File: src/rtl/esi_pkg.sv
`timescale 1ns / 1ps
// ----------------------------------------------------------------------------
// Edge sphere interpolator package
// Item types, defaults and the controller to datapath command and status
// groups shared by the modules of the interpolator.
// ----------------------------------------------------------------------------
package esi_pkg;

    localparam int MAX_SPHERES_DEF = 64;
    localparam int FRAC_BITS_DEF   = 16;

    typedef struct packed {
        logic signed [31:0] start_x;
        logic signed [31:0] start_y;
        logic signed [31:0] start_z;
        logic        [30:0] start_radius;
        logic signed [31:0] end_x;
        logic signed [31:0] end_y;
        logic signed [31:0] end_z;
        logic        [30:0] end_radius;
    } in_item_t;

    typedef struct packed {
        logic signed [31:0] sphere_x;
        logic signed [31:0] sphere_y;
        logic signed [31:0] sphere_z;
        logic        [30:0] sphere_radius;
        logic               last_of_edge;
        logic               count_capped;
    } out_item_t;

    // Which quotient the shared divider is working on.
    typedef enum logic [2:0] {
        DIV_UX,
        DIV_UY,
        DIV_UZ,
        DIV_CNT,
        DIV_H
    } div_sel_t;

    typedef struct packed {
        logic     load;
        logic     square;
        logic     sqrt_go;
        logic     dist_take;
        logic     div_go;
        logic     div_take;
        div_sel_t div_sel;
        logic     emit_init;
        logic     step_h;
        logic     step_rad;
        logic     step_mul;
        logic     step_acc;
        logic     out_load;
    } esi_cmd_t;

    typedef struct packed {
        logic sqrt_done;
        logic div_done;
        logic skip_edge;
        logic count_low;
        logic last;
    } esi_sts_t;

endpackage

File: src/rtl/esi_ctrl.sv
`timescale 1ns / 1ps
// ----------------------------------------------------------------------------
// Edge sphere interpolator controller
// Sequences the edge setup, the divisions and the per-sphere steps.
// ----------------------------------------------------------------------------
module esi_ctrl (
    input  logic              clk,
    input  logic              rst_n,
    input  logic              in_valid,
    output logic              in_stall,
    output logic              out_valid,
    input  logic              out_stall,
    output esi_pkg::esi_cmd_t cmd,
    input  esi_pkg::esi_sts_t sts
);

    typedef enum logic [3:0] {
        S_IDLE,
        S_SQUARE,
        S_SQ_SUM,
        S_SQRT_WAIT,
        S_CHECK,
        S_DIV_GO,
        S_DIV_RUN,
        S_CNT_CHECK,
        S_EMIT_INIT,
        S_STEP_H,
        S_STEP_RAD,
        S_STEP_MUL,
        S_STEP_ACC,
        S_STEP_SAT,
        S_OUT
    } state_t;

    state_t            state_reg, state_next;
    esi_pkg::div_sel_t sel_reg, sel_next;

    always_comb
    begin
        state_next = state_reg;
        sel_next   = sel_reg;
        cmd        = '0;
        cmd.div_sel = sel_reg;
        case (state_reg)
            S_IDLE:
            begin
                cmd.load = in_valid;
                if (in_valid)
                    state_next = S_SQUARE;
            end
            S_SQUARE:
            begin
                cmd.square = 1'b1;
                state_next = S_SQ_SUM;
            end
            S_SQ_SUM:
            begin
                cmd.sqrt_go = 1'b1;
                state_next  = S_SQRT_WAIT;
            end
            S_SQRT_WAIT:
            begin
                cmd.dist_take = sts.sqrt_done;
                if (sts.sqrt_done)
                    state_next = S_CHECK;
            end
            S_CHECK:
            begin
                if (sts.skip_edge)
                    state_next = S_IDLE;
                else
                begin
                    sel_next   = esi_pkg::DIV_UX;
                    state_next = S_DIV_GO;
                end
            end
            S_DIV_GO:
            begin
                cmd.div_go = 1'b1;
                state_next = S_DIV_RUN;
            end
            S_DIV_RUN:
            begin
                cmd.div_take = sts.div_done;
                if (sts.div_done)
                begin
                    case (sel_reg)
                        esi_pkg::DIV_UX:
                        begin
                            sel_next   = esi_pkg::DIV_UY;
                            state_next = S_DIV_GO;
                        end
                        esi_pkg::DIV_UY:
                        begin
                            sel_next   = esi_pkg::DIV_UZ;
                            state_next = S_DIV_GO;
                        end
                        esi_pkg::DIV_UZ:
                        begin
                            sel_next   = esi_pkg::DIV_CNT;
                            state_next = S_DIV_GO;
                        end
                        esi_pkg::DIV_CNT: state_next = S_CNT_CHECK;
                        default:          state_next = S_EMIT_INIT;
                    endcase
                end
            end
            S_CNT_CHECK:
            begin
                if (sts.count_low)
                    state_next = S_IDLE;
                else
                begin
                    sel_next   = esi_pkg::DIV_H;
                    state_next = S_DIV_GO;
                end
            end
            S_EMIT_INIT:
            begin
                cmd.emit_init = 1'b1;
                state_next    = S_STEP_H;
            end
            S_STEP_H:
            begin
                cmd.step_h = 1'b1;
                state_next = S_STEP_RAD;
            end
            S_STEP_RAD:
            begin
                cmd.step_rad = 1'b1;
                state_next   = S_STEP_MUL;
            end
            S_STEP_MUL:
            begin
                cmd.step_mul = 1'b1;
                state_next   = S_STEP_ACC;
            end
            S_STEP_ACC:
            begin
                cmd.step_acc = 1'b1;
                state_next   = S_STEP_SAT;
            end
            S_STEP_SAT:
            begin
                cmd.out_load = 1'b1;
                state_next   = S_OUT;
            end
            S_OUT:
            begin
                if (!out_stall)
                    state_next = sts.last ? S_IDLE : S_STEP_H;
            end
            default:
            begin
                state_next = S_IDLE;
            end
        endcase
    end

    always_ff @(posedge clk or negedge rst_n)
    begin
        if (!rst_n)
        begin
            state_reg <= S_IDLE;
            sel_reg   <= esi_pkg::DIV_UX;
        end
        else
        begin
            state_reg <= state_next;
            sel_reg   <= sel_next;
        end
    end

    assign in_stall  = (state_reg != S_IDLE);
    assign out_valid = (state_reg == S_OUT);

endmodule

File: config.mk
export PLATFORM = sky130hd
export DESIGN_NAME = esi_ctrl
export DESIGN_NICKNAME = d
export VERILOG_FILES = /design/src/rtl/esi_pkg.sv /design/src/rtl/esi_ctrl.sv
export SDC_FILE = /design/constraint.sdc
export NUM_CORES = 1
export LEC_CHECK = 0
export ABC_CLOCK_PERIOD_IN_PS = 3400
export BUFFER_PORTS_ARGS = -buffer_cell sky130_fd_sc_hd__buf_2
export CAP_MARGIN = 20
export CORE_UTILIZATION = 50
export DETAILED_ROUTE_END_ITERATION = 12
export PLACE_DENSITY = 0.81
export SETUP_SLACK_MARGIN = 0.4
export SYNTH_ARGS = -nofsm -noshare
export SYNTH_HDL_FRONTEND = slang
export SYNTH_SLANG_ARGS = --single-unit
File: constraint.sdc
create_clock -name clk -period 3.4 [get_ports clk]
set_clock_uncertainty 0.1 [all_clocks]
set_input_delay 0.17 -clock clk [delete_from_list [all_inputs] [get_ports clk]]
set_output_delay 0.17 -clock clk [all_outputs]
set_load 0.05 [all_outputs]
==> results.md, run 1 <==
- Placed cell count: 123
- Syn_area_per_cell: 7.425 um^2
- Fmax: 497.4 MHz
- Nature of the critical path endpoint: output pin
- Synth top area share: 0.2593
- Sw Ratio: 0.5910
- FF-to-FF path depth: 4
- WL per Instance: 13.16 um
- Number of enable flip-flop cells after synthesis: 0
- Clk pwr share: 0.090
- CTS clk-pin slew, worst paths: 0.06 ns
- Initial antenna violation count: 0
- Crit path launch type: flip-flop
- Detailed-route via count: 742
- Dpl hpwl: 1.193 mm
- Pins Over Slew Limit: 0
- Non-Filler Instances: 128
- Max VDD drop: 0.5959 mV
- Least-Margin Pin Slew: 0.5465 ns
- DRC: 0
- Critical Path RT: 3.13 ns
- Tcrit/Tclk final: 0.5914
- Largest cells by area after synthesis: dfrtp_1 26%, nor2_1 8.3%, nand2_1 5.6%, nand2b_1 5.6%, o21ai_0 4.4%
- Final worst setup slack: 1.389 ns
- Synth unique cells: 34
- Nets: 124
- P&R area growth vs syn: 19.81%
- Crit path largest cell delay: 0.67 ns
- Clock Tree Buf Depth: 2
- Routability cong.: 0.8292
- Global route overflow: 0
- Vias per inst: 5.797
- FF+latch count, synth: 7
- Comb pwr share: 0.648
- Synth Instances: 91
- Net Count, Synth: 100
- Seq/Total Area, Yosys: 0.2593
- Sw Pwr: 519.5 uW
- Full die area: 1502 um^2
- Multi-input logic area: 436.7 um^2
- Pwr/cell area: 1086 nW/um^2
- Clk sink count: 7
- Clock latency on the worst-skew pair: 0.26 ns
- Hold Fails Final Rpt: 0
- Core area: 1186 um^2
- Layout cell share with drive strength beyond 1: 0.2807
- CP max-delay cell: dfrtp_1
- Crit-path cells: nor2b_2 -> nand2_1 -> nor2_1 -> buf_2
- Iter 0 DRT Violations: 25
- Overall global routing resource usage: 0.2530
- Largest net degree at the start of global routing: 20
- WS Path Type: flip-flop to output pin
- CTS Root Buffer Type: clkbuf_4
- Unrepaired setup endpoints after global routing: no
- Ys flop type: dfrtp_1
- # fillers: 102
- Chip height: 38.76 um
- H-Tree Depth: 1
- Die width: 38.76 um
- Vias in the first global route: 577
- Asr flop ratio synth: 1.000
- Setup TNS: 0 ns
- I/O Buffers: 25
- CP Max Fanout: 18
- Mapped Area: 675.6 um^2
- Yosys top cell by area: dfrtp_1
- Worst rel slew slack: 0.6357
- Place WS: 1.587 ns
- Starting Density: 0.5696
- FP Rows: 12
- Number of flip-flops in the largest register: 4
- Leak: 0.0003950 uW
- Final min period: 2.011 ns
- Diode count: 0
- DRT Pass-1 Iters: 4
- Routed wire length: 1.685 mm
- Num CTS Buffers: 3
- First-pass GRT wire length: 2.594 mm
- Max_cap viols: 0
- Min-Delay Path Class: primary input to flip-flop
- Storage element area: 175.2 um^2
- Yosys warns: 0
- Min-Delay Path Depth: 2
- Outcome: finished clean
- CTS tree: built
- Arr. time, crit path: 1.74 ns
- Ports: 26
- Final setup viols: 0
- Cell internal pwr: 359.5 uW
- Sequential fraction of design power: 0.262
- Post-route ant nets: 0
metrics by stage:
| step | cell area, um^2 | power [uW] | utilization | hold slack [ns] |
|---|---|---|---|---|
| 3_3_place_gp | 773.2 | 783.8 | 0.6519 | -0.08403 |
| 3_5_place_dp | 773.2 | 793.9 | 0.6519 | -0.08249 |
| 2_1_floorplan | 675.6 | 711.0 | - | -0.2256 |
| 4_1_cts | 809.5 | 875.1 | 0.6825 | 0.06577 |
| 5_1_grt | 809.5 | 937.0 | 0.6825 | 0.07980 |
| 6_report | 809.5 | 879.0 | 0.6825 | 0.07186 |
routing by layer:
metal  vias to the layer above  GRT usage  share of wire  wire length [um]
met3                         4    0.06936          0.055                92
met5                         -          0              0                 0
li1                        368          -              -                 -
met4                         0    0.09483          0.012                21
met1                       343     0.3754           0.48               817
met2                        27     0.3375           0.45               755
worst paths after layout:
| kind | from | endpoint | slack, ns |
|---|---|---|---|
| max reg2reg | state_reg[0]$_DFFE_PN0P_ | sel_reg[2]$_DFFE_PN0P_ | 1.57 |
| min in group asynchronous | rst_n | state_reg[1]$_DFFE_PN0P_ | 0.19 |
| max | state_reg[1]$_DFFE_PN0P_ | cmd[9] | 1.39 |
| min reg2reg | sel_reg[0]$_DFFE_PN0P_ | sel_reg[0]$_DFFE_PN0P_ | 0.48 |
| max in group asynchronous | rst_n | sel_reg[0]$_DFFE_PN0P_ | 2.83 |
| min | out_stall | state_reg[3]$_DFFE_PN0P_ | 0.07 |
placed cells by master (no fill, tap or decap), drive strengths merged:
cell type | netlist | routed
a22o | 2 | 2
o2111ai | 1 | 1
inv | 5 | 5
a21boi | 1 | 1
dfrtp | 7 | 7
mux2i | 2 | 2
o221ai | 1 | 1
a21bo | 1 | 1
a31oi | 1 | 1
clkbuf | 1 | 4
o32a | 1 | 1
nand2b | 6 | 6
buf | 6 | 25
o311ai | 1 | 1
o21ai | 6 | 6
and3 | 2 | 2
dlygate4sd3 | 0 | 1
a21oi | 3 | 3
a32o | 1 | 1
nor2b | 2 | 2
nor2 | 15 | 15
o211ai | 1 | 1
o31a | 2 | 2
o22a | 2 | 2
mux2 | 1 | 1
xor2 | 1 | 1
nand2 | 10 | 10
nor3 | 5 | 5
or2 | 2 | 2
o22ai | 1 | 1
and2 | 1 | 1
power by group through the flow:
stage               Sequential (uW)  Combinational (uW)  Clock, uW
detailed placement              227                 567          0
global route                    239                 611       87.4
floorplan                       200                 511          0
CTS                             225                 570       80.3
finish                          230                 570       78.9
global placement                222                 562          0
cells in the mapped netlist, types with 2 or more instances:
| cell | number |
|---|---|
| nand2_1 | 10 |
| dfrtp_1 | 7 |
| a21oi_1 | 2 |
| inv_1 | 5 |
| and3_1 | 2 |
| mux2i_1 | 2 |
| buf_2 | 3 |
| buf_4 | 2 |
| o22a_1 | 2 |
| nor3_1 | 5 |
| nor2_1 | 15 |
| nand2b_1 | 6 |
| o31a_1 | 2 |
| or2_1 | 2 |
| o21ai_0 | 6 |
| a22o_1 | 2 |
what timing repair did:
| item | 4_1_cts | 5_1_grt |
|---|---|---|
| setup buffers | 0 | 0 |
| gates resized for setup | 0 | 0 |
| endpoints found under the hold margin | 7 | 0 |
| hold buffers | 1 | 0 |
worst max-delay path: cells and delay by family, from the launching register on:
| family | cells | cell delay (ns) |
|---|---|---|
| buffers and inverters | 1 | 0.27 |
| DFF | 1 | 0.67 |
| and+or+nand+nor | 3 | 0.54 |
logic make-up (layout without fill, tap and decap cells):
| logic type | Yosys count | count (layout) | share of synthesized area |
|---|---|---|---|
| AOI/OAI and AO/OA | 25 | 25 | 0.2815 |
| xor gates and xnor gates | 1 | 1 | 0.01297 |
| buffers and inverters | 12 | 35 | 0.09443 |
| DFF | 7 | 7 | 0.2593 |
| muxes | 3 | 3 | 0.05185 |
| and+or+nand+nor | 43 | 43 | 0.3000 |
layout make-up:
class | count | area share
clock buffers | 4 | 0.03246
multi-input cells | 72 | 0.5394
well taps | 14 | 0.02164
flip-flops and latches | 7 | 0.2164
inverters | 5 | 0.02318
repair buffers | 26 | 0.1669
No activity file was read; power rests on OpenSTA's default activity.
==> run 2, diff against run 1 <==
Settings changed: ABC_CLOCK_PERIOD_IN_PS 3400 to 2000, CORE_UTILIZATION 50 to 47, PLACE_DENSITY 0.81 to 0.77.
Clock period 3.4 ns to 2 ns, I/O delays scaled along.
==> results.md, run 2 (same netlist as run 1, synthesis figures left out) <==
- Starting Density: 0.5128
- Layout cell share with drive strength beyond 1: 0.5462
- M3 GR Usage: 0.1250
- Critical Path RT: 1.80 ns
- Vias per inst: 5.966
- Vias in the first global route: 740
- Place WS: 0.3073 ns
- Most frequent cells in the layout: 16 x buf_4, 12 x buf_2, 9 x nand2_1
- Detailed-route via count: 865
- Iter 0 DRT Violations: 24
- H-Tree Depth: 1
- WL per Instance: 17.32 um
- Final worst setup slack: 0.3523 ns
- CP Max Fanout: 8
- Dpl hpwl: 1.392 mm
- Met1 Use GR: 0.3435
- WS Path Type: flip-flop to output pin
- Die width: 39.92 um
- Overall global routing resource usage: 0.3217
- Fmax: 606.9 MHz
- Pins Over Slew Limit: 0
- Routed wire length: 2.512 mm
- Number of flip-flops in the largest register: 4
- Final min period: 1.648 ns
- Min-Delay Path Class: primary input to flip-flop
- P&R area growth vs syn: 61.48%
- Clock latency on the worst-skew pair: 0.27 ns
- I/O Buffers: 25
- Global route overflow: 0
- Unrepaired setup endpoints after global routing: yes
- Max_cap viols: 0
- Leak: 0.0004937 uW
- Outcome: finished clean
- Placed cell count: 127
- DRC: 0
- Ports: 26
- Worst rel slew slack: 0.8295
- Chip height: 39.92 um
- Post-route ant nets: 0
- Num CTS Buffers: 3
- Nature of the critical path endpoint: output pin
- Met2 Track Usage GR: 0.5363
- Routability cong.: 0.8022
- DRT Pass-1 Iters: 4
- Gr busiest metal: met2
- Diode count: 0
- Non-Filler Instances: 145
- Setup TNS: 0 ns
- Full die area: 1593 um^2
- Arr. time, crit path: 1.45 ns
- Core area: 1318 um^2
- Initial antenna violation count: 0
- Final setup viols: 0
- Least-Margin Pin Slew: 0.2518 ns
- Max VDD drop: 0.9980 mV
- Crit path launch type: flip-flop
- Tcrit/Tclk final: 0.8238
- Clock Tree Buf Depth: 2
- CTS clk-pin slew, worst paths: 0.06 ns
- FP Rows: 13
- Nets: 140
- CTS Root Buffer Type: clkbuf_4
- Largest net degree at the start of global routing: 13
- First-pass GRT wire length: 3.256 mm
- CTS tree: built
- Pwr/cell area: 1833 nW/um^2
- Hold Fails Final Rpt: 0
- Clk sink count: 7
- Commonest non-fill, non-tap cell in the layout: buf_4
## run 2: through the flow
| step | hold slack (ns) | total power, uW | utilization | instance area, um^2 |
|---|---|---|---|---|
| floorplan | -0.2956 | 1239 | - | 696.9 |
| detailed placement | -0.1567 | 1437 | 0.6211 | 818.3 |
| CTS | 0.07453 | 1773 | 0.7445 | 980.9 |
| global route | 0.08949 | 2125 | 0.8281 | 1091 |
| finish | 0.08021 | 2000 | 0.8281 | 1091 |
| global placement | -0.1599 | 1414 | 0.6211 | 818.3 |
## run 2: timing repair
item	CTS	global route
setup buffers	7	5
gates resized for setup	23	23
endpoints found under the setup margin	19	19
hold endpoints to repair	8	0
hold buffers	2	0
pin swaps	3	4
## run 2: cell type report
type | count | area [um^2]
clock buffers | 4 | 26.28
fillers | 87 | 226.5
inverters | 5 | 18.77
multi-input cells | 72 | 518.0
flip-flops and latches | 7 | 181.4
well taps | 15 | 18.77
repair buffers | 42 | 327.8
## run 2: path summary, 6_finish.rpt
kind	start	cells past startpoint	slack, ns	endpoint
setup / recovery	state_reg[2]$_DFFE_PN0P_	3	0.35	cmd[11]
hold / removal	sts[4]	3	0.08	state_reg[0]$_DFFE_PN0P_
setup reg to reg	state_reg[1]$_DFFE_PN0P_	5	0.41	sel_reg[2]$_DFFE_PN0P_
hold reg to reg	sel_reg[0]$_DFFE_PN0P_	2	0.46	sel_reg[0]$_DFFE_PN0P_
max in group asynchronous	rst_n	2	1.51	state_reg[1]$_DFFE_PN0P_
min in group asynchronous	rst_n	2	0.11	state_reg[2]$_DFFE_PN0P_
## run 2: worst max-delay path, stage by stage, from the launching register on
cell,delay (ns)
dfrtp_2,0.45
or2_4,0.32
nor3_4,0.22
buf_6,0.19
## run 2: metal layers
layer / share of wire / wire (um) / vias to the layer above
li1: - / - / 399
met1: 0.36 / 893 / 397
met2: 0.54 / 1352 / 58
met3: 0.077 / 193 / 11
met4: 0.029 / 72 / 0
met5: 0 / 0 / -
## run 2: where the power goes
group	switching (uW)	leakage, uW	internal, uW
clock network	61.5	0.0000150	76.7
registers	97.0	0.0000813	219
logic	927	0.000397	620
==> run 3, diff against run 2 <==
Settings changed: ABC_CLOCK_PERIOD_IN_PS 2000 to 1600.
Clock period 2 ns to 1.6 ns, I/O delays scaled along.
==> results.md, run 3 <==
- Die width: 39.92 um
- Dpl hpwl: 1.469 mm
- Largest cells by area after synthesis: dfrtp_1 26%, nor2_1 8.3%, nand2_1 5.6%, nand2b_1 5.6%, o21ai_0 4.4%
- Number of enable flip-flop cells after synthesis: 0
- Clk sink count: 7
- Worst End Pin Type: register data pin
- Ports: 26
- Synth Instances: 91
- Clock Tree Buf Depth: 2
- Err: [ERROR DPL-0038] Utilization greater than 100%, impossible to legalize
- Net Count, Synth: 100
- Stopped at: global routing
- Seq/Total Area, Yosys: 0.2593
- FF+latch count, synth: 7
- Num CTS Buffers: 3
- Mapped Area: 675.6 um^2
- H-Tree Depth: 1
- Yosys top cell by area: dfrtp_1
- Ys flop type: dfrtp_1
- Starting Density: 0.5128
- Syn_area_per_cell: 7.425 um^2
- Yosys warns: 0
- CTS Root Buffer Type: clkbuf_4
- Most frequent cell after synthesis: nor2_1
- Chip height: 39.92 um
- Synth unique cells: 34
- Worst endpoint left by the global-route repair_timing run: sel_reg[2]$_DFFE_PN0P_/D
- Outcome: aborted with a tool error
- FP Rows: 13
- Top post-synthesis cells by count: 15 x nor2_1, 10 x nand2_1, 7 x dfrtp_1
- Largest net degree at the start of global routing: 10
- Asr flop ratio synth: 1.000
- Synth top area share: 0.2593
- I/O Buffers: 25
- Routability cong.: 0.8605
## run 3: cell counts after synthesis
Identical to the previous run, type by type.
## run 3: metrics by stage
step	worst slack [ns]	hold WS, ns	utilization	std cells	instance area (um^2)
after CTS	0.04012	0.006642	0.9677	152	1275
after detailed placement	0.02802	-0.1741	0.7502	132	988.4
after global placement	0.06171	-0.1774	0.7502	132	988.4
after floorplan	0.1764	-0.3156	-	91	859.6
## run 3: what timing repair did
item,4_1_cts
gates resized for setup,44
pin swaps,9
hold endpoints to repair,7
hold buffers,1
setup buffers,15
setup endpoints to repair,21
## run 3: kinds of logic after synthesis
group | share of synthesized area
buffers and inverters | 0.09443
flip-flops | 0.2593
XOR/XNOR | 0.01297
AND/OR/NAND/NOR | 0.3000
multiplexers | 0.05185
AO/OA/AOI/OAI | 0.2815
==> run 4, diff against run 3 <==
Settings changed: CORE_AREA set to 2 2 63 65, CORE_UTILIZATION 47 to not set, DIE_AREA set to 0 0 65 67, PLACE_DENSITY 0.77 to not set, PLACE_DENSITY_LB_ADDON set to 0.15, SETUP_SLACK_MARGIN 0.4 to not set.
==> results.md, run 4 (same netlist as run 1, synthesis figures left out) <==
- Outcome: finished clean
- Comb pwr share: 0.723
- Clk sink count: 7
- DRC: 0
- Sw Ratio: 0.5271
- I/O Buffers: 25
- Max VDD drop: 0.5016 mV
- Clock Tree Buf Depth: 2
- Tcrit/Tclk final: 0.9678
- Crit path largest cell delay: 0.45 ns
- Nets: 134
- Detailed-route via count: 783
- Min-Delay Path Class: primary input to flip-flop
- Hold Fails Final Rpt: 0
- Dpl hpwl: 1.619 mm
- # fillers: 372
- Final setup viols: 0
- Chip height: 67 um
- Hold path startpoint: out_stall
- Sequential fraction of design power: 0.170
- WL per Instance: 12.03 um
- Largest net degree at the start of global routing: 14
- Clock latency on the worst-skew pair: 0.23 ns
- Worst path bufs/invs: 2
- Num CTS Buffers: 3
- Crit path launch type: flip-flop
- FP Rows: 22
- Diode count: 0
- Vias in the first global route: 726
- Non-Filler Instances: 172
- Least-Margin Pin Slew: 0.4133 ns
- CTS tree: built
- Sw Pwr: 1236 uW
- Placed cell area: 899.6 um^2
- Pwr/cell area: 2200 nW/um^2
- Iter 0 DRT Violations: 19
- Storage element area: 181.4 um^2
- Crit-path cells: nand2b_2 -> buf_4 -> nor2_2 -> buf_6
- Global route overflow: 0
- Overall Power: 2345 uW
- Hold_ws: 0.007986 ns
- Fin area: 1066 um^2
- Routed wire length: 2.070 mm
- Post-route ant nets: 0
- CTS Root Buffer Type: clkbuf_8
- Cell family with the largest share of critical-path delay: flip-flops
- Fmax: 645.8 MHz
- Worst rel slew slack: 0.7209
- Multi-input logic area: 490.5 um^2
- Full die area: 4355 um^2
- Critical Path RT: 1.42 ns
- Core area: 3606 um^2
- Worst R2R Start: state_reg[1]$_DFFE_PN0P_
- Layout cell share with drive strength beyond 1: 0.4839
- Leak: 0.0004664 uW
- Placed cell count: 166
- WS Path Type: flip-flop to output pin
- Final min period: 1.548 ns
- CP max-delay cell: dfrtp_2
- DRT Pass-1 Iters: 4
- Routability cong.: 0.7258
- Cell internal pwr: 1109 uW
- Overall global routing resource usage: 0.1035
- Number of flip-flops in the largest register: 4
- Max_cap viols: 0
- Setup crit start: state_reg[3]$_DFFE_PN0P_
- Initial antenna violation count: 0
- Clk pwr share: 0.107
- Most frequent cells in the layout: 13 x buf_2, 13 x buf_4, 9 x nand2_1
- H-Tree Depth: 1
- Ports: 26
- P&R area growth vs syn: 57.78%
- Arr. time, crit path: 1.37 ns
- Pins Over Slew Limit: 0
- First-pass GRT wire length: 3.401 mm
- Vias per inst: 4.552
- CTS clk-pin slew, worst paths: 0.04 ns
- Die width: 65 um
- CP Max Fanout: 9
- Starting Density: 0.1874
- Nature of the critical path endpoint: output pin
==> run 4: metrics by stage <==
stage,worst slack (ns),setup TNS (ns),util
floorplan,-0.3355,-0.8292,-
global placement,0.06226,0,0.2495
detailed placement,0.07317,0,0.2495
CTS,-0.001157,-0.001157,0.2800
global route,-0.003060,-0.003060,0.2956
finish,0.05153,0,0.2956
==> run 4: worst register-to-register path, delay by kind of cell (launching register included) <==
| family | cells | cell delay (ns) |
|---|---|---|
| AO/OA/AOI/OAI | 3 | 0.48 |
| flip-flops | 1 | 0.44 |
| buffers and inverters | 1 | 0.20 |
| AND/OR/NAND/NOR | 1 | 0.16 |
==> run 4: layer usage <==
metal	track usage	vias up	part of all wire
met5	0	-	0
met4	0.06383	0	0.034
met3	0.02196	9	0.026
met2	0.1662	20	0.50
met1	0.1258	366	0.44
li1	-	388	-
==> run 4: power groups by stage <==
stage               clock [uW]  sequential [uW]  combinational [uW]
floorplan                    0              428                1110
global placement             0              370                1550
detailed placement           0              377                1520
CTS                        258              385                1620
global route               274              420                1830
finish                     251              399                1690
==> run 4: final timing paths <==
path / to / cells after the start / slack [ns]
setup reg to reg: state_reg[3]$_DFFE_PN0P_ / 5 / 0.11
hold reg to reg: sel_reg[0]$_DFFE_PN0P_ / 2 / 0.49
setup / recovery: cmd[10] / 4 / 0.05
hold / removal: state_reg[3]$_DFFE_PN0P_ / 2 / 0.008
min in group asynchronous: sel_reg[1]$_DFFE_PN0P_ / 2 / 0.12
max in group asynchronous: state_reg[0]$_DFFE_PN0P_ / 2 / 1.10
==> run 4: area by class of cell <==
| class | instances | share of cell area |
|---|---|---|
| inverters | 5 | 0.01761 |
| repair buffers | 36 | 0.2535 |
| clock buffers | 4 | 0.04225 |
| well taps | 48 | 0.05634 |
| flip-flops and latches | 7 | 0.1702 |
| multi-input cells | 72 | 0.4601 |
==> run 4: what timing repair did <==
| item | in CTS | in global routing |
|---|---|---|
| gates resized for setup | 19 | 16 |
| setup buffers | 0 | 1 |
| pin swaps | 0 | 1 |
| endpoints found under the hold margin | 7 | 0 |
| hold buffers | 1 | 0 |
| endpoints found under the setup margin | 9 | 17 |
